$ cat src/hw/rtl/na_aware_integer_alu_unit_macros.svh
// Assertion helpers for the NA-aware integer ALU
`ifndef NA_AWARE_INTEGER_ALU_UNIT_MACROS_SVH
`define NA_AWARE_INTEGER_ALU_UNIT_MACROS_SVH

// Clocked check, disabled while reset is high
`define NAAI_ASSERT(lbl, clk, rst, prop, msg) \
   lbl: assert property (@(posedge clk) disable iff (rst) (prop)) else $error(msg);

// Clocked check that also holds during reset
`define NAAI_ASSERT_ALWAYS(lbl, clk, prop, msg) \
   lbl: assert property (@(posedge clk) (prop)) else $error(msg);

`endif

$ cat src/hw/rtl/naai_pkg.sv
package naai_pkg;

   localparam logic [2:0] MODE_ADD = 3'd0;
   localparam logic [2:0] MODE_SUB = 3'd1;
   localparam logic [2:0] MODE_MUL = 3'd2;
   localparam logic [2:0] MODE_MOD = 3'd3;
   localparam logic [2:0] MODE_DIV = 3'd4;

   localparam logic [31:0] NA_MARK = 32'h8000_0000;
   // magnitude width of a non-missing operand; one divider cell per bit
   localparam int DIV_W = 31;
   localparam int LATENCY = 2 + DIV_W + 1;

   typedef struct packed {
      logic [2:0]         mode;
      logic signed [31:0] lhs;
      logic signed [31:0] rhs;
   } req_type;

   typedef struct packed {
      logic signed [31:0] result;
      logic               is_missing;
      logic               overflowed;
   } rsp_type;

   // item context traveling along the divider chain
   typedef struct packed {
      logic               valid;
      logic               use_div;
      logic               is_mod;
      logic               lhs_neg;
      logic signed [31:0] rhs;
      logic [DIV_W-1:0]   dvsr;
      rsp_type            pre;
   } side_type;

endpackage

$ cat src/hw/rtl/naai_back.sv
module naai_back import naai_pkg::*; (
   input  logic             clock,
   input  logic             reset,
   input  side_type         side_in,
   input  logic [DIV_W-1:0] rem_in,
   input  logic [DIV_W-1:0] quo_in,
   output logic             rsp_valid,
   output rsp_type          rsp_item
);

   logic               valid_ff;
   rsp_type            rsp_ff, rsp_in;
   logic               neg_q;
   logic signed [31:0] tq, tr;

   always_comb begin
      neg_q = side_in.lhs_neg ^ side_in.rhs[31];
      tq    = neg_q ? 32'(-{1'b0, quo_in}) : {1'b0, quo_in};
      tr    = side_in.lhs_neg ? 32'(-{1'b0, rem_in}) : {1'b0, rem_in};
      rsp_in = side_in.pre;
      if (side_in.use_div) begin
         // floor correction when remainder and divisor differ in sign
         if ((rem_in != '0) && neg_q) begin
            tq = tq - 32'sd1;
            tr = tr + side_in.rhs;
         end
         rsp_in.result     = side_in.is_mod ? tr : tq;
         rsp_in.is_missing = 1'b0;
         rsp_in.overflowed = 1'b0;
      end
   end

   always_ff @(posedge clock) begin
      if (reset) valid_ff <= 1'b0;
      else       valid_ff <= side_in.valid;
      rsp_ff <= rsp_in;
   end

   assign rsp_valid = valid_ff;
   assign rsp_item  = rsp_ff;

endmodule
$ cat config.mk
export PLATFORM = sky130hd
export DESIGN_NAME = naai_back
export DESIGN_NICKNAME = d
export VERILOG_FILES = /design/src/hw/rtl/na_aware_integer_alu_unit_macros.svh /design/src/hw/rtl/naai_pkg.sv /design/src/hw/rtl/naai_back.sv
export SDC_FILE = /design/constraint.sdc
export NUM_CORES = 1
export LEC_CHECK = 0
export ABC_CLOCK_PERIOD_IN_PS = 5700
export CORE_MARGIN = 2
export CORE_UTILIZATION = 45
export DETAILED_ROUTE_END_ITERATION = 8
export DONT_BUFFER_PORTS = 1
export PLACE_DENSITY = 0.72
export SYNTH_ARGS = -nofsm -noshare
export SYNTH_HDL_FRONTEND = slang
export SYNTH_SLANG_ARGS = --single-unit
export TNS_END_PERCENT = 50
$ cat constraint.sdc
create_clock -name clock -period 5.7 [get_ports clock]
set_clock_uncertainty 0.15 [all_clocks]
set_input_delay 0.57 -clock clock [delete_from_list [all_inputs] [get_ports clock]]
set_output_delay 0.57 -clock clock [all_outputs]
set_load 0.02 [all_outputs]
Word-level counts from Yosys, hierarchy flattened:

Cells that the tools add are included.

* input bits: 165
* register bits: 35
* output and inout bits: 35

* add/sub/neg operators: 4
* bitwise operators: 1
* multiplexer cells: 6
* reduce and logical (&&, ||, !) cells: 2

Operators with widths (number)
* 32-bit two-way mux: 5
* 31-bit negation with 32-bit output: 2
* 34-bit two-way mux: 1
* 32-bit adder: 1
* 32-bit by 2-bit subtractor with 32-bit output, second input constant: 1
* 31-bit nonzero test: 1
* 1-bit logical AND: 1
* 1-bit bitwise XOR: 1

Depth between registers and ports, before layout:

* depth in word-level cells: 6
* mapped depth: 19
* gate-level depth less buffers: 18

Least setup slack after synthesis:

Ideal clock, no wire load.

* path kind: in2reg
* from: input rem_in[0]
* to: register rsp_ff, in the netlist rsp_item[33]
* path slack: 1.235 ns
* path buffers: 0
* required time: 5.426 ns
* stages: 16
* arrival time: 4.190 ns
* library setup time: 0.124 ns
* path through: inv_1 > ha_1 > or4b_1 > or4_1 > o41ai_1 > xnor2_1 > ha_1 > a21oi_1 > o21ai_0 > o31ai_1 > a31oi_1 > a21o_1 > a31oi_1 > or3_1 > a41oi_1 > a2111o_1

RTL lines
* from (decl): RTL line naai_back.sv:5 `input logic [DIV_W-1:0] rem_in,`
* to (signal assigned): RTL line naai_back.sv:36 `rsp_ff <= rsp_in;`
* to (decl): RTL line naai_back.sv:12 `rsp_type rsp_ff, rsp_in;`

==> flow_metrics.tcl <==
set metrics [dict create \
    area_delta_synth_final_pct 5.81 \
    tightestPinTransition_ns 0.777 \
    antenna_found_initial 0 \
    nets 956 \
    pre_cts_slack_ns 0.604 \
    hold_viol_final 0 \
    cts_tree "yes" \
    grtUsageTotal_pct 26.3 \
    fmax_mhz 210 \
    clock_sinks 35 \
    dieArea_mm2 0.0133 \
    cp_slowest_cell "or4b_1" \
    grt_pass1_vias 5473 \
    synth_ff_type "dfxtp_1" \
    start_kind "primary input" \
    crit_cells 16 \
    io_pins 200 \
    path_cells "inv_1 -> ha_1 -> or4b_1 -> or4_1 -> o41ai_1 -> xnor2_1 -> ha_1 -> a21oi_1 -> o21ai_0 -> o31ai_1 -> a31oi_1 -> a21o_1 -> a31oi_1 -> or3_1 -> a41oi_1 -> a2111o_1" \
    core_area_mm2 0.0121 \
    gr-total-overflow 0 \
    place_area_mm2 0.00569 \
    p_leak_nw 2.11 \
    synthAdderAreaFrac_pct 9.36 \
    synth_compound_area_share_pct 29.0 \
    synth_area_per_cell_um2 7.21 \
    power_density_mw_per_mm2 215 \
    avgViaCountPerCell 6.34 \
    maxSlewViolCount 0 \
    dp.cells 911 \
    setup_ws_ns 0.936 \
    crit_arrival_ns 4.79 \
    synthXorXnorAreaFrac_pct 17.2 \
    hold_depth 1 \
    crit_path_max_incr_delay_ns 0.54 \
    cts_root_buf "clkbuf_16" \
    dr.first_iter.drc_count 485 \
    cts-resized-gates 0 \
    end_kind "flip-flop" \
    synth_warnings 0 \
    grt_setup_unrepaired "no" \
    gp_congestion 0.958 \
    drive_above_1_share_pct 5.33 \
    wl_mm 17.9 \
    n_antenna_cell 0 \
    clk_path_buf_depth 2 \
    finalSetupTns_ns 0 \
    fin_cells 919 \
    crit_type "primary input to flip-flop" \
    syn-instance-count 771 \
    max-cap-violations 0 \
    ys_top_cells_by_count "nand2_1 (75), xnor2_1 (73), a21oi_1 (59), nor2_1 (59), o21ai_0 (49)" \
    cts_max_level 2 \
    die_w_um 115 \
    grt_pass1_wl_mm 27.8 \
    drt_pass1_iterations 5 \
    rows 40 \
    path_delay_family "compound AO/OA/AOI/OAI gates" \
    async_flop_share_pct 0 \
    status "completed" \
    yosys-top-cells-area "dfxtp_1 (13%), xnor2_1 (11%), ha_1 (9.0%)" \
    ant_nets 0 \
    postCtsHoldBufs 0 \
    die_h_um 115 \
    vias 5823 \
    synthMuxAreaShare_pct 0.743 \
    finalPower_mw 1.27 \
    synth_top_area_cell "dfxtp_1" \
    post_cts_buffers 0 \
    grt_max_degree 44 \
    initial_utilization_pct 46.1 \
    finalHoldWorstSlack_ns 0.204 \
    synth_fp_nets 977 \
    final_cell_area_mm2 0.00588 \
    synth.top_cell.area_share_pct 12.6 \
    utilization_pct 48.8 \
    irDropWorstVdd_mv 0.132 \
    setup_viol 0 \
    synth_edf_count 0 \
    cts_buffers 5 \
    wire_per_inst_um 19.5 \
    relSlewSlack_pct 47.5 \
    path_max_fanout 6 \
    io_buffers 0 \
    crit_buf_inv 1 \
    post-synth-top-count-cell "nand2_1" \
    dp_hpwl_mm 14.5 \
    synthDistinctLibCells 68 \
    min_period_ns 4.76 \
    drc 0 \
    synth_top_family_by_area "compound AO/OA/AOI/OAI gates" \
    netlist_area_mm2 0.00556 \
    path_clk_slew_ns 0.06 \
    synthSimpleGateAreaFrac_pct 27.1 \
    fillers 1203 \
    period_share_pct 83.6 \
    ys_seq_area_share_pct 12.6 \
    crit_required_ns 5.72 \
    hp-class "primary input to flip-flop" \
    synth_seq_cells 35 \
]
[cell type report]
cell class	count	area [um2]	share of cell area (%)
clock inverters	3	67.6	1.15
flip-flops and latches	35	701	11.9
repair buffers	7	52.6	0.893
multi-input cells	680	4650	79.0
well taps	168	210	3.57
inverters	21	78.8	1.34
clock buffers	5	125	2.13
[routing by layer]
metal / part of all wire [%] / GRT usage, % / up-vias
met1: 42 / 33.5 / 2690
met3: 11 / 9.28 / 30
li1: - / - / 2855
met2: 45 / 42.4 / 248
met4: 2.5 / 7.15 / 0
met5: 0 / 0 / -
[cell usage in the layout (no fill, tap or decap), types with 6 or more instances in the layout]
cell      instances
and3_1            6
a21oi_1          59
inv_1            20
xor2_1           35
buf_4             7
nand3_1          21
a21o_1           11
nand2b_1          6
xnor2_1          73
o211ai_1         30
a31oi_1          17
or3_1             9
nor3_1           16
nand4_1          13
nor2b_1          11
a211oi_1         10
o41ai_1           9
nand2_1          75
dfxtp_1          35
o31ai_1          14
or2_2             8
or4_1             9
o21ai_0          49
o31a_1            6
nor2_1           58
ha_1             40
nor4_1           18
[power by group]
part | switching [mW] | internal [mW] | leakage (nW) | total, mW
Combinational | 0.330 | 0.238 | 1.73 | 0.568
Clock | 0.115 | 0.251 | 0.0900 | 0.366
Sequential | 0.0557 | 0.278 | 0.295 | 0.334
Total | 0.500 | 0.767 | 2.11 | 1.27
[logic make-up (layout without fill, tap and decap cells)]
kind of cell | Yosys count | after routing
AOI/OAI and AO/OA | 245 | 245
xor gates and xnor gates | 109 | 109
and+or+nand+nor | 281 | 281
muxes | 4 | 4
buffers and inverters | 56 | 36
adders and majority gates | 41 | 41
DFF | 35 | 35
[path summary, 6_finish.rpt]
kind / from / to / slack, ns
worst max-delay path: rem_in[0] / rsp_item[33]$_DFF_P_ / 0.94
worst min-delay path: reset / rsp_valid$_SDFF_PP0_ / 0.20
[state kept, by name (all words and copies together), names as in the netlist]
signal / count
rsp_valid: 1
rsp_item: 34
(Power assumes the default switching activity.)
