==> src/hw/rtl/na_aware_integer_alu_unit_macros.svh <==
// Assertion helpers for the NA-aware integer ALU
`ifndef NA_AWARE_INTEGER_ALU_UNIT_MACROS_SVH
`define NA_AWARE_INTEGER_ALU_UNIT_MACROS_SVH

// Clocked check, disabled while reset is high
`define NAAI_ASSERT(lbl, clk, rst, prop, msg) \
   lbl: assert property (@(posedge clk) disable iff (rst) (prop)) else $error(msg);

// Clocked check that also holds during reset
`define NAAI_ASSERT_ALWAYS(lbl, clk, prop, msg) \
   lbl: assert property (@(posedge clk) (prop)) else $error(msg);

`endif

==> src/hw/rtl/naai_pkg.sv <==
package naai_pkg;

   localparam logic [2:0] MODE_ADD = 3'd0;
   localparam logic [2:0] MODE_SUB = 3'd1;
   localparam logic [2:0] MODE_MUL = 3'd2;
   localparam logic [2:0] MODE_MOD = 3'd3;
   localparam logic [2:0] MODE_DIV = 3'd4;

   localparam logic [31:0] NA_MARK = 32'h8000_0000;
   // magnitude width of a non-missing operand; one divider cell per bit
   localparam int DIV_W = 31;
   localparam int LATENCY = 2 + DIV_W + 1;

   typedef struct packed {
      logic [2:0]         mode;
      logic signed [31:0] lhs;
      logic signed [31:0] rhs;
   } req_type;

   typedef struct packed {
      logic signed [31:0] result;
      logic               is_missing;
      logic               overflowed;
   } rsp_type;

   // item context traveling along the divider chain
   typedef struct packed {
      logic               valid;
      logic               use_div;
      logic               is_mod;
      logic               lhs_neg;
      logic signed [31:0] rhs;
      logic [DIV_W-1:0]   dvsr;
      rsp_type            pre;
   } side_type;

endpackage

==> src/hw/rtl/naai_div_cell.sv <==
module naai_div_cell import naai_pkg::*; (
   input  logic             clock,
   input  logic             reset,
   input  side_type         side_in,
   input  logic [DIV_W-1:0] rem_in,
   input  logic [DIV_W-1:0] num_in,
   output side_type         side_out,
   output logic [DIV_W-1:0] rem_out,
   output logic [DIV_W-1:0] num_out
);

   side_type         side_ff;
   logic [DIV_W-1:0] rem_ff, rem_nx;
   logic [DIV_W-1:0] num_ff, num_nx;
   logic [DIV_W:0]   shifted;
   logic             ge;

   // one restoring step: quotient bit shifts into num as dividend bit leaves
   always_comb begin
      shifted = {rem_in, num_in[DIV_W-1]};
      ge      = shifted >= {1'b0, side_in.dvsr};
      rem_nx  = ge ? DIV_W'(shifted - {1'b0, side_in.dvsr}) : shifted[DIV_W-1:0];
      num_nx  = {num_in[DIV_W-2:0], ge};
   end

   always_ff @(posedge clock) begin
      if (reset) side_ff.valid <= 1'b0;
      else       side_ff.valid <= side_in.valid;
      side_ff.use_div <= side_in.use_div;
      side_ff.is_mod  <= side_in.is_mod;
      side_ff.lhs_neg <= side_in.lhs_neg;
      side_ff.rhs     <= side_in.rhs;
      side_ff.dvsr    <= side_in.dvsr;
      side_ff.pre     <= side_in.pre;
      rem_ff          <= rem_nx;
      num_ff          <= num_nx;
   end

   assign side_out = side_ff;
   assign rem_out  = rem_ff;
   assign num_out  = num_ff;

endmodule

==> config.mk <==
export PLATFORM = sky130hd
export DESIGN_NAME = naai_div_cell
export DESIGN_NICKNAME = d
export VERILOG_FILES = /design/src/hw/rtl/na_aware_integer_alu_unit_macros.svh /design/src/hw/rtl/naai_pkg.sv /design/src/hw/rtl/naai_div_cell.sv
export SDC_FILE = /design/constraint.sdc
export NUM_CORES = 1
export LEC_CHECK = 0
export ABC_AREA = 1
export BUFFER_PORTS_ARGS = -buffer_cell sky130_fd_sc_hd__clkbuf_2
export CORE_AREA = 2 2 128 130
export DETAILED_ROUTE_END_ITERATION = 8
export DIE_AREA = 0 0 130 132
export PLACE_DENSITY = 0.76
export RECOVER_POWER = 100
export SYNTH_ARGS = -nofsm -noshare
export SYNTH_HDL_FRONTEND = slang
export SYNTH_SLANG_ARGS = --single-unit
==> constraint.sdc <==
create_clock -name clock -period 2.3 [get_ports clock]
set_input_delay 0.23 -clock clock [delete_from_list [all_inputs] [get_ports clock]]
set_output_delay 0.23 -clock clock [all_outputs]
set_load 0.01 [all_outputs]
# Word-level counts from Yosys, hierarchy flattened
# Index checks and enable logic that the tools add are counted.
[word_totals]
ff_bits = 163
latch_bits = 0
mem_bits_rw = 0
romBits = 0
in_bits = 165
word_cells = 14
memories = 0
[classes]
add_sub_neg = 1
n_mul = 0
div_mod_pow = 0
order_cmp = 1
n_eq_ne = 0
shift = 0
muxes = 1
n_bitwise = 0
n_reduce_logical = 0
[op_table]
columns = ["cell", "n"]
rows = [
  ["$ge 32x31->1", 1],
  ["$mux 31", 1],
  ["$sub 31x31->31", 1],
]

# Logic depth before layout (Yosys ltp)
[logic_depth]
depth_word = 2
depth_mapped = 17
mapped_depth_nobuf = 15

# Least setup slack after synthesis
# Ideal clock, no wire load.
[synth_timing]
path_kind = "input to register"
from = "in num_in[30]"
to = "reg rem_ff[10], in the netlist rem_out[10]"
setup_time_ps = 112
t_arrival_ps = 1830
required_ps = 2188
path_slack_ps = 358
path_stages = 17
path_buffers = 2
cell_sequence = "inv_1 -> ha_1 -> fa_1 -> inv_1 -> nand2_1 -> nand2_1 -> nand3_1 -> nand2_1 -> nand2_1 -> nand3_1 -> nand2_2 -> nand2_4 -> inv_2 -> buf_6 -> buf_6 -> nand2_1 -> nand2_1"
[synth_via]
elab_chain_len = 2
[synth_lines]
columns = ["element", "line_no", "text"]
rows = [
  ["start, declared", "naai_div_cell.sv:6", "input logic [DIV_W-1:0] num_in,"],
  ["$sub 31x31->31 or $ge 32x31->1 (tied branches)", "naai_div_cell.sv:22, naai_div_cell.sv:21", ""],
  ["$mux 31 *", "naai_div_cell.sv:22", "rem_nx = ge ? DIV_W'(shifted - {1'b0, side_in.dvsr}) : shifted[DIV_W-1:0];"],
  ["named net rem_nx[10]", "naai_div_cell.sv:13", "logic [DIV_W-1:0] rem_ff, rem_nx;"],
  ["end signal, assigned", "naai_div_cell.sv:35", "rem_ff <= rem_nx;"],
  ["end, declared", "naai_div_cell.sv:13", ""],
]
# Mark *: on every way through the listed nets, which the timed path passes. The rest lies on a longest branch.
# A chain may end at the register's enable or synchronous reset.

# Final worst setup path
[layout_timing]
from = "in side_in[50] (netlist bit)"
to = "reg rem_ff[23], in the netlist rem_out[23]"
[layout_via]
elab_chain_len = 2
[layout_lines]
columns = ["element", "line_no", "text"]
rows = [
  ["start, declared", "naai_div_cell.sv:4", "input side_type side_in,"],
  ["$sub 31x31->31 or $ge 32x31->1 (tied branches)", "naai_div_cell.sv:22, naai_div_cell.sv:21", ""],
  ["$mux 31 *", "naai_div_cell.sv:22", ""],
  ["named net rem_nx[23]", "naai_div_cell.sv:13", ""],
]
# Marked as above.

==> metrics list <==
- In the routed design, unresolved DRC markers number 0.
- The die is approximately 130 um wide.
* Count of standard-cell rows: 46
- Number of cells produced by synthesis: 794
- Via-to-Cell Ratio: around 4.4
- Placeable core region: between 0.015 and 0.02 mm^2
- Measured along the y axis, the die boundary spans 132 um.
- The worst hold path terminates at rem_out[29].
- In the synthesized netlist the dominant register cell turns out to be dfxtp_1.
* Per-cell routed wire length: about 15 um
- The global routing stage identified its most utilized layer as met2.
- After legalization and detailed placement, the total HPWL measured 16000 um.
- Slew Viols, Final: 0
* Post-synthesis cell area: about 0.006 mm^2
- The number of different library cells used by synthesis comes to 26.
- Number of warnings printed during yosys synthesis: 0
* Fraction of met2 tracks used by global routing: 0.447
* Startpoint of the most critical hold path: rem_in[28]
- At the worst endpoint, the required time is ~2700 ps.
- Number of iterations in the first detailed-routing pass: 5
* Number of H-tree levels: 4
* Total Routed Length: around 23000 um
- Worst slew slack as a fraction of its limit: 0.783
- Count of maximum capacitance violations: 0
* Top post-synthesis cells by count: nand2_1 (291), dfxtp_1 (163), inv_1 (151), nand3_1 (43), nor2_1 (41)
* Most common cell in the synthesized netlist: nand2_1
- For this design the ratio of total power to cell area is about 750 mW/mm^2.
- Counting instances, the worst hold path has a depth of 3.
- Global router's overall resource usage: 0.256
- Largest net degree at the start of global routing: 30
* Post-CTS Setup Inserts: 0
- The average instance in the mapped netlist occupies 7.79 um^2.
* Area grow syn2layout: 58.0%
- Io pins: 328
- Clock-pin slew was measured on the worst setup and hold paths at roughly 70 ps.
- Share of post-route cells with drive strength above 1: 0.144
- Worst setup path category: in -> reg
- Summed over all cells, the static leakage comes to around 5.1 nW.
* Number of standard cells in the final layout excluding fillers: roughly 1500
- Of all nets on the critical path, the largest fanout is 15.
- The initial utilization of the core area, before any placement, comes to 0.394.
- The synthesized design spends more area on one cell type than any other, namely dfxtp_1.
* Fraction of the cycle the final worst path needs: 0.937
- The run finished with clean final reports.
* Initial antenna violation count: 3
* Overall power of the completed layout: roughly 7.3 mW
- Launching element type of the critical path: input port
- Yosys mapped a number of flops with a built-in enable equal to 0.
* First-pass GRT wire length: around 33000 um
- STA classifies the critical path endpoint as a flop.
* Vias post-DR: 6628
- Via count of the first global-routing pass: approximately 6700
* Global-route met1 utilization: 0.283
- Register area share after synthesis: 0.528
- After filler insertion, the fill cell instance count of the layout stands at about 1400.
- Shortest clock period the worst path allows after layout: ~2200 ps
- Number of cells in the design after placement: 1334
- CTS tree: yes
- Final RePlAce weighted congestion: ~0.93
* Met3 Track Usage GR: 0.0731
- Clock tree synthesis inserted a total of 17 buffers.
- The worst-case IR drop observed on VDD is 0.542 mV.
- Final-report setup violation count: 0
- CTS Root Cell: clkbuf_16
- Startpoint of the most critical setup path: side_in[50]
* Layout Nets: ~1500
* Full die area: between 0.015 and 0.02 mm^2
* Slew of the pin with the lowest slew margin: between 300 and 400 ps
- Port Buffers: roughly 330
* Worst EP arrival: approximately 2500 ps
* Hold Violations, Final: 0
- Largest cells by area after synthesis: dfxtp_1 (53%), nand2_1 (18%), inv_1 (9.2%)
- Counting every sink on the clock net gives roughly 160.
* Starting DRT DRC Count: about 340
* Fmax: around 460 MHz
- Remaining global-route overflow: 0
- Setup TNS Final: 0 ps
- Setup repair after global routing left no endpoint under its margin.
- Number of nets with antenna violations after routing: 0
- Class of the worst hold path: in -> reg
* Seq cells post-synth: approximately 160
* Synth async-reset ratio: 0
* Top-area cell type share of the netlist area: 0.528
- Nets in the synthesized netlist: 991
- Maximum buffer depth of the clock tree: 2
per-layer routing:
layer,up-vias,routed length (um),share of wire
met4,2,942,0.042
met1,2967,9020,0.40
met5,-,13,0.00058
met2,266,11100,0.49
li1,3327,-,-
met3,66,1500,0.066
cell type report:
class,count,area (um^2),area share
multi-input combinational,470,2300,0.236
clock buffer,18,439,0.0449
antenna,2,5.00,0.000512
timing repair buffer,465,2780,0.284
tap,216,270,0.0276
sequential,163,3260,0.334
clock inverter,13,135,0.0138
inverter,155,584,0.0598
layout by cell type, fill, tap and decap left out, drive strengths merged, types with 6 or more instances in the layout:
cell           n
clkbuf       345
nand2        294
dfxtp        163
inv          163
dlygate4sd3  135
nor2          45
nand3         43
ha            31
a21oi         17
xor2          14
nand4          6
kinds of logic (layout without fill, tap and decap cells):
logic type / Yosys count / count (layout) / share of synthesized area
AOI/OAI and AO/OA: 23 / 23 / 0.0198
xor gates and xnor gates: 14 / 14 / 0.0198
adders and majority gates: 32 / 32 / 0.0660
buffers and inverters: 161 / 651 / 0.101
DFF: 163 / 163 / 0.528
other: 0 / 2 / 0
and+or+nand+nor: 401 / 401 / 0.266
flip-flops by register name (all words and copies together), names as in the netlist:
name	cells
side_out	101
num_out	31
rem_out	31
power by group:
group | total (mW) | internal [mW] | switching, mW
clock network | 2.78 | 1.55 | 1.23
registers | 3.14 | 3.06 | 0.0808
logic | 1.42 | 0.588 | 0.828
worst max path at each step:
stage,endpoint,depth (start not counted)
floorplan,rem_out[10],17
global placement,rem_out[22],14
detailed placement,rem_out[2],14
CTS,rem_out[5],14
global route,rem_out[24],15
finish,rem_out[23],13
per-stage QoR:
step,cell area [um^2],hold WS [ps],util,setup WS (ps)
floorplan,6180,258,-,358
global placement,8070,333,0.514,140
detailed placement,8070,334,0.514,90.1
CTS,10000,1.16,0.636,11.7
global route,9770,16.9,0.622,10.6
finish,9770,13.7,0.622,146
critical path, cell delays in order:
cell	delay, ps
dlygate4sd3_1	540
clkbuf_1	120
inv_1	70
ha_1	350
nand2_1	130
nor2_1	230
inv_1	110
nor3_2	170
nand2_2	80
nand2_4	80
buf_4	220
nand3_1	120
nand2_1	70
repair_timing:
| action | 4_1_cts | 5_1_grt |
|---|---|---|
| hold buffers | 135 | 0 |
| setup endpoints to repair | 0 | 29 |
| hold endpoints to repair | 134 | 0 |
| gates resized for setup | 0 | 4 |
Note: power is estimated with default switching activity, not from simulation.
