==> config.mk <==
export PLATFORM = sky130hd
export DESIGN_NAME = naai_front
export DESIGN_NICKNAME = d
export VERILOG_FILES = /design/src/hw/rtl/na_aware_integer_alu_unit_macros.svh /design/src/hw/rtl/naai_pkg.sv /design/src/hw/rtl/naai_front.sv
export SDC_FILE = /design/constraint.sdc
export NUM_CORES = 2
export LEC_CHECK = 0
export ABC_CLOCK_PERIOD_IN_PS = 9600
export BUFFER_PORTS_ARGS = -buffer_cell sky130_fd_sc_hd__buf_2
export CAP_MARGIN = 25
export CORE_ASPECT_RATIO = 1.5
export CORE_UTILIZATION = 35
export DETAILED_ROUTE_END_ITERATION = 10
export GPL_TIMING_DRIVEN = 0
export PLACE_DENSITY = 0.56
export SYNTH_ARGS = -nofsm -noshare
export SYNTH_HDL_FRONTEND = slang
export SYNTH_SLANG_ARGS = --single-unit
==> constraint.sdc <==
create_clock -name clock -period 9.6 [get_ports clock]
set_input_delay 1.92 -clock clock [delete_from_list [all_inputs] [get_ports clock]]
set_output_delay 1.92 -clock clock [all_outputs]
set_load 0.01 [all_outputs]
==> src/hw/rtl/na_aware_integer_alu_unit_macros.svh <==
// Assertion helpers for the NA-aware integer ALU
`ifndef NA_AWARE_INTEGER_ALU_UNIT_MACROS_SVH
`define NA_AWARE_INTEGER_ALU_UNIT_MACROS_SVH

// Clocked check, disabled while reset is high
`define NAAI_ASSERT(lbl, clk, rst, prop, msg) \
   lbl: assert property (@(posedge clk) disable iff (rst) (prop)) else $error(msg);

// Clocked check that also holds during reset
`define NAAI_ASSERT_ALWAYS(lbl, clk, prop, msg) \
   lbl: assert property (@(posedge clk) (prop)) else $error(msg);

`endif

==> src/hw/rtl/naai_pkg.sv <==
package naai_pkg;

   localparam logic [2:0] MODE_ADD = 3'd0;
   localparam logic [2:0] MODE_SUB = 3'd1;
   localparam logic [2:0] MODE_MUL = 3'd2;
   localparam logic [2:0] MODE_MOD = 3'd3;
   localparam logic [2:0] MODE_DIV = 3'd4;

   localparam logic [31:0] NA_MARK = 32'h8000_0000;
   // magnitude width of a non-missing operand; one divider cell per bit
   localparam int DIV_W = 31;
   localparam int LATENCY = 2 + DIV_W + 1;

   typedef struct packed {
      logic [2:0]         mode;
      logic signed [31:0] lhs;
      logic signed [31:0] rhs;
   } req_type;

   typedef struct packed {
      logic signed [31:0] result;
      logic               is_missing;
      logic               overflowed;
   } rsp_type;

   // item context traveling along the divider chain
   typedef struct packed {
      logic               valid;
      logic               use_div;
      logic               is_mod;
      logic               lhs_neg;
      logic signed [31:0] rhs;
      logic [DIV_W-1:0]   dvsr;
      rsp_type            pre;
   } side_type;

endpackage

==> src/hw/rtl/naai_front.sv <==
module naai_front import naai_pkg::*; (
   input  logic             clock,
   input  logic             reset,
   input  logic             accept,
   input  req_type          req_item,
   output side_type         side_out,
   output logic [DIV_W-1:0] rem_out,
   output logic [DIV_W-1:0] num_out
);

   logic               v1_ff, v1_in;
   req_type            r1_ff;
   logic signed [63:0] prod_ff, prod_in;
   logic signed [32:0] sum_ff, diff_ff;
   side_type           side_ff, side_in;
   logic [DIV_W-1:0]   num_ff, num_in;

   assign v1_in   = accept;
   assign prod_in = req_item.lhs * req_item.rhs;

   always_ff @(posedge clock) begin
      if (reset) v1_ff <= 1'b0;
      else       v1_ff <= v1_in;
      r1_ff   <= req_item;
      prod_ff <= prod_in;
      sum_ff  <= 33'(req_item.lhs) + 33'(req_item.rhs);
      diff_ff <= 33'(req_item.lhs) - 33'(req_item.rhs);
   end

   logic               miss;
   logic signed [63:0] t;
   logic               fits;
   logic [31:0]        abs_l, abs_r;

   always_comb begin
      miss  = (r1_ff.lhs == NA_MARK) || (r1_ff.rhs == NA_MARK);
      abs_l = r1_ff.lhs[31] ? 32'(-r1_ff.lhs) : r1_ff.lhs;
      abs_r = r1_ff.rhs[31] ? 32'(-r1_ff.rhs) : r1_ff.rhs;
      unique case (r1_ff.mode)
         MODE_ADD: t = 64'(sum_ff);
         MODE_SUB: t = 64'(diff_ff);
         default:  t = prod_ff;
      endcase
      // fits in 32 bits and is not the mark
      fits = (t[63:31] == '0) || ((t[63:31] == '1) && (t[30:0] != '0));

      side_in         = '0;
      side_in.valid   = v1_ff;
      side_in.lhs_neg = r1_ff.lhs[31];
      side_in.rhs     = r1_ff.rhs;
      side_in.dvsr    = abs_r[DIV_W-1:0];
      side_in.is_mod  = (r1_ff.mode == MODE_MOD);
      if (r1_ff.mode > MODE_DIV) begin
         side_in.pre = '0;
      end else if (miss) begin
         side_in.pre.result     = NA_MARK;
         side_in.pre.is_missing = 1'b1;
      end else if (r1_ff.mode <= MODE_MUL) begin
         if (fits) begin
            side_in.pre.result = t[31:0];
         end else begin
            side_in.pre.result     = NA_MARK;
            side_in.pre.is_missing = 1'b1;
            side_in.pre.overflowed = 1'b1;
         end
      end else if (r1_ff.rhs == '0) begin
         // modulo by zero is missing, division by zero is zero
         side_in.pre.result     = side_in.is_mod ? NA_MARK : '0;
         side_in.pre.is_missing = side_in.is_mod;
      end else begin
         side_in.use_div = 1'b1;
      end
      num_in = abs_l[DIV_W-1:0];
   end

   always_ff @(posedge clock) begin
      if (reset) side_ff.valid <= 1'b0;
      else       side_ff.valid <= side_in.valid;
      side_ff.use_div <= side_in.use_div;
      side_ff.is_mod  <= side_in.is_mod;
      side_ff.lhs_neg <= side_in.lhs_neg;
      side_ff.rhs     <= side_in.rhs;
      side_ff.dvsr    <= side_in.dvsr;
      side_ff.pre     <= side_in.pre;
      num_ff          <= num_in;
   end

   assign side_out = side_ff;
   assign rem_out  = '0;
   assign num_out  = num_ff;

endmodule

# Word-level counts from Yosys, hierarchy flattened

Index checks and enable logic that the tools add are counted.

Flip-flop bits (word level): 330
Bits in latches: 0
Memory bits (writable): 0
ROM bits: 0
Output and inout bits: 163
Logic and storage cells: 51
Memories kept: 0

$add $sub $neg: 4
Multipliers: 1
Div/mod/pow operators: 0
$lt $le $gt $ge: 2
Eq/ne operators: 5
Shift-type cells: 0
Mux-type cells: 10
Bitwise operators: 1
Reduce and logical (&&, ||, !) cells: 10

Operators with widths:

| kind                 | number |
|---|---|
| $pmux 64 s2          | 1 |
| $mux 33              | 3 |
| $eq 32x32->1 const B | 2 |
| $mul 32x32->64       | 1 |
| $mux 32              | 2 |
| $mux 31              | 2 |
| $neg 31->31          | 2 |
| $add 32x32->33       | 1 |
| $eq 33x33->1 const B | 1 |
| $logic_not 33->1     | 1 |
| $sub 32x32->33       | 1 |
| $logic_not 32->1     | 1 |
| $reduce_bool 31->1   | 1 |
| $reduce_or 3->1      | 2 |
| $eq 3x1->1 const B   | 1 |
| $eq 3x2->1 const B   | 1 |
| $gt 3x3->1 const B   | 1 |
| $le 3x2->1 const B   | 1 |
| $logic_not 3->1      | 1 |
| $logic_or 1x1->1     | 2 |
| $mux 2               | 1 |
| $reduce_or 2->1      | 1 |
| $logic_and 1x1->1    | 1 |
| $mux 1               | 1 |
| $not 1->1            | 1 |

# Logic depth before layout (Yosys ltp)

Depth in word-level cells: 8
Gate-level depth with buffers: 32
Depth with buffers taken out: 30

# Worst setup path before layout

Ideal clock, no wire load.

Path type: in2reg
Start: input port req_item[63] (netlist bit)
End: register prod_ff[60]
Data arrival time: 9440 ps
Data required time: 9475 ps
Path slack: 35 ps
Stages on the path: 27
Buffers on the path: 2
Cell sequence: clkbuf_1 -> inv_1 -> buf_1 -> nor2_1 -> fa_1 -> fa_1 -> fa_1 -> inv_1 -> fa_1 -> inv_1 -> fa_1 -> inv_1 -> fa_1 -> fa_1 -> fa_1 -> inv_1 -> ha_1 -> a21oi_1 -> o21ai_0 -> a2111oi_0 -> a31oi_1 -> a211o_1 -> o31a_1 -> a31oi_2 -> o21bai_1 -> a21oi_1 -> xnor2_1

Cells in the longest elaborated chain, start to end: 1

Ends and longest elaborated chain:

| element               | RTL line         | source |
|---|---|---|
| from (decl)           | naai_front.sv:5  | `input req_type req_item,` |
| $mul 32x32->64        | naai_front.sv:19 | `assign prod_in = req_item.lhs * req_item.rhs;` |
| named net prod_in[60] | naai_front.sv:13 | `logic signed [63:0] prod_ff, prod_in;` |
| to (signal assigned)  | naai_front.sv:25 | `prod_ff <= prod_in;` |
| to (decl)             | naai_front.sv:13 |  |

The timed path passes the listed nets, and every way through them passes these cells.
A chain may end at the register's enable or synchronous reset.

# Worst setup path in the final report

Start: input port req_item[37] (netlist bit)
End: register prod_ff[60]

The elaborated chain is that of the path after synthesis.

==> reports/results.tsv <==
stage	metric	value	unit
yosys	Yosys warning count	0	
floorplan	CORE AREA	136000	µm²
yosys	Main synth FF type	dfxtp_1	
global_routing	initial antenna violation count	14	
clocking	hold_buf cts	0	
critical_path	FF-to-FF Start	r1_ff[64]	
yosys	Synth Register Bits	328	
clocking	CTS sink cnt	328	
detailed_routing	final wirelength	192000	µm
floorplan	Die Width	305	µm
floorplan	starting density of the core	0.352	
run	total of max-cap violations	0	
sta	Tmin final	9.53	ns
global_routing	GRT Resource Usage Total	0.281	
sta	fmax	105	MHz
final_layout	nets	6742	
yosys	ys async rst share	0	
final_layout	Register Area	6570	µm²
sta	Max-slew headroom	0.373	
yosys	Yosys top cell by area	fa_1	
detailed_routing	highest metal used	met5	
floorplan	Placement Rows	166	
yosys	register area share after synthesis	0.137	
detailed_routing	Vias/cell	5.15	
critical_path	CP startpoint kind	primary input	
sta	Max Slew Vio Count	0	
sta	Final setup violation count	0	
critical_path	Critical Path RT	10.06	ns
floorplan	io pins	233	
hold_path	worst hold path startpoint	r1_ff[11]	
critical_path	crit-path most repeated cell	fa_1	
placement	Buffers on Ports	201	
placement	DP HPWL	162000	µm
sta	Final period util	0.993	
critical_path	R2R depth	12	
hold_path	Min-Delay Endpoint	side_out[76]	
critical_path	CP Data Arrival Time	9.99	ns
outcome	status	complete, no violations	
floorplan	Die Height	456	µm
critical_path	CP peak stage delay	0.63	ns
critical_path	RR Endpoint	side_out[31]	
detailed_routing	post-route ant nets	0	
final_layout	area growth from synthesis to layout	12.5	%
clocking	CTS buffer count	35	
placement	Post-DP Area	51600	µm²
sta	Final Hold Viols	0	
yosys	Syn Inst Count	5041	
placement	GPL Wtd Cong	1.05	
clocking	worst skew pair latency	0.65	ns
critical_path	family with the most delay on the worst path	adder cells	
floorplan	die area	139000	µm²
hold_path	Hold Path Stages	0	
final_layout	multi-input logic area	36600	µm²
detailed_routing	DRC errors left	0	
clocking	H-tree levels	2	
yosys	EDFF count, synth	0	
detailed_routing	Vias	36700	
detailed_routing	metal2 WL	96300	µm
critical_path	stages on the worst setup path	27	
detailed_routing	DRT Pass-1 Iters	6	
yosys	mean post-synth cell area	9.54	µm²
detailed_routing	1st-iter DRT viols	2627	
yosys	top post-synthesis cells by area	fa_1 (45%), dfxtp_1 (14%), inv_1 (8.6%)	
final_layout	Post-Route Utilization	0.396	
clocking	clk buf depth	3	
placement	DP Worst Slack	-3.34	ns
clocking	clock-pin slew on the worst setup and hold paths	0.06	ns
detailed_routing	WL met3	10600	µm
final_layout	layout filler cell count	13700	
sta	Setup Skew	0.0694	ns
yosys	Unique masters post-synth	81	
critical_path	Worst Path Max Fanout	10	
critical_path	Worst R2R Setup Slack	5.48	ns
sta	unrepaired setup endpoints after global routing	true	
detailed_routing	drt wl/cell	26.9	µm
final_layout	layout cells sized above 1	0.113	
yosys	Mapped Area	48100	µm²
critical_path	Max stage delay cell, worst path	fa_1	
sta	Setup WS post-layout	0.0678	ns
critical_path	Worst Setup End Kind	register	
critical_path	CP Class	primary input to register	
hold_path	HP Class	register to register	
yosys	post-synth top area share	0.451	
global_routing	largest net degree at the start of global routing	17	
final_layout	final instance area	54100	µm²
global_routing	vias in the first global route	39700	
clocking	Root Buffer	clkbuf_16	
clocking	TritonCTS clock tree	done	
sta	worst slew pin tran	0.940	ns
global_routing	first-pass GRT wire length	276000	µm
global_routing	Congestion Overflow GR	0	
detailed_routing	M1 wire length	62900	µm
critical_path	sum of buffers and inverters on the critical path	5	
-- logic make-up (layout without fill, tap and decap cells) --
group | Yosys count | in the layout | share of synthesized area
AND/OR/NAND/NOR | 1375 | 1375 | 0.141
buffers and inverters | 1372 | 1664 | 0.110
adder cells (fa/ha/maj) | 1335 | 1335 | 0.517
AO/OA/AOI/OAI | 411 | 411 | 0.0554
flip-flops | 328 | 328 | 0.137
XOR/XNOR | 187 | 187 | 0.0341
multiplexers | 32 | 32 | 0.00666
other | 1 | 42 | 0.0000780
-- Yosys cell counts, types with 7 or more instances --
| library cell | number |
|---|---|
| nor3_1 | 16 |
| clkbuf_1 | 218 |
| o21a_1 | 17 |
| a21oi_1 | 155 |
| nor2_1 | 227 |
| or4_1 | 8 |
| a21o_1 | 34 |
| o41ai_1 | 8 |
| xor2_1 | 36 |
| o21bai_1 | 23 |
| or3_1 | 16 |
| nand3_1 | 18 |
| buf_1 | 9 |
| fa_1 | 1084 |
| nand4_1 | 31 |
| buf_2 | 10 |
| dfxtp_1 | 328 |
| nor4_1 | 16 |
| buf_4 | 32 |
| o211ai_1 | 7 |
| nand2b_1 | 25 |
| nor2b_1 | 9 |
| o31ai_1 | 26 |
| a211oi_1 | 9 |
| nand2_1 | 520 |
| and2_1 | 462 |
| inv_1 | 1101 |
| xnor2_1 | 151 |
| mux2i_1 | 32 |
| o21ai_0 | 72 |
| ha_1 | 251 |
-- layout by cell type (no fill, tap or decap), drive strengths merged, types with 24 or more instances in the layout --
cell	n
mux2i	32
a21o	34
xor2	36
nand2	520
o21bai	24
fa	1084
o31ai	27
buf	317
o21ai	77
nand2b	25
clkbuf	227
ha	251
dfxtp	328
xnor2	151
and2	462
a21oi	155
nand4	31
inv	1095
conb	31
nor2	227
-- registers in the layout, summed over array words and instances, names as in the netlist --
| name | flops |
|---|---|
| diff_ff | 32 |
| num_out | 31 |
| prod_ff | 64 |
| r1_ff | 67 |
| side_out | 100 |
| sum_ff | 33 |
| v1_ff | 1 |
-- routing by layer --
| metal | up-vias | GRT usage |
|---|---|---|
| li1 | 15400 | - |
| met1 | 19000 | 0.293 |
| met2 | 1615 | 0.493 |
| met3 | 688 | 0.0323 |
| met4 | 2 | 0.260 |
| met5 | - | 0 |
-- cell type report --
cell class,count,share of cell area
clock inverter,17,0.00447
antenna,11,0.000509
buffer,262,0.0325
sequential,328,0.121
tap,1764,0.0408
multi-input combinational,3371,0.678
inverter,1103,0.0773
timing repair buffer,236,0.0277
clock buffer,46,0.0177
-- worst max-delay path by stage --
stage	from	end	slack, ns
CTS	req_item[10]	prod_ff[61]	0.002
global placement	req_item[63]	prod_ff[62]	-3.28
detailed placement	req_item[63]	prod_ff[62]	-3.34
global route	req_item[0]	prod_ff[60]	-0.008
floorplan	req_item[63]	prod_ff[60]	0.04
finish	req_item[37]	prod_ff[60]	0.07
-- per-stage QoR --
stage | hold WS [ns] | instances | TNS [ns]
floorplan | 0.351 | 5071 | 0
global placement | 0.371 | 7036 | -70.03
detailed placement | 0.371 | 7053 | -70.88
CTS | 0.380 | 7126 | 0
global route | 0.391 | 7130 | -0.00795
finish | 0.381 | 7138 | 0
-- repair_timing --
action | 4_1_cts | 5_1_grt
cloned | 0 | 1
endpoints found under the hold margin | 0 | 0
setup buffers | 13 | 4
gates resized for setup | 351 | 140
setup endpoints to repair | 28 | 12
pin swaps | 14 | 14
Power is not shown: default switching activity piles up to over one toggle a cycle in this logic, so the estimate is an artifact.
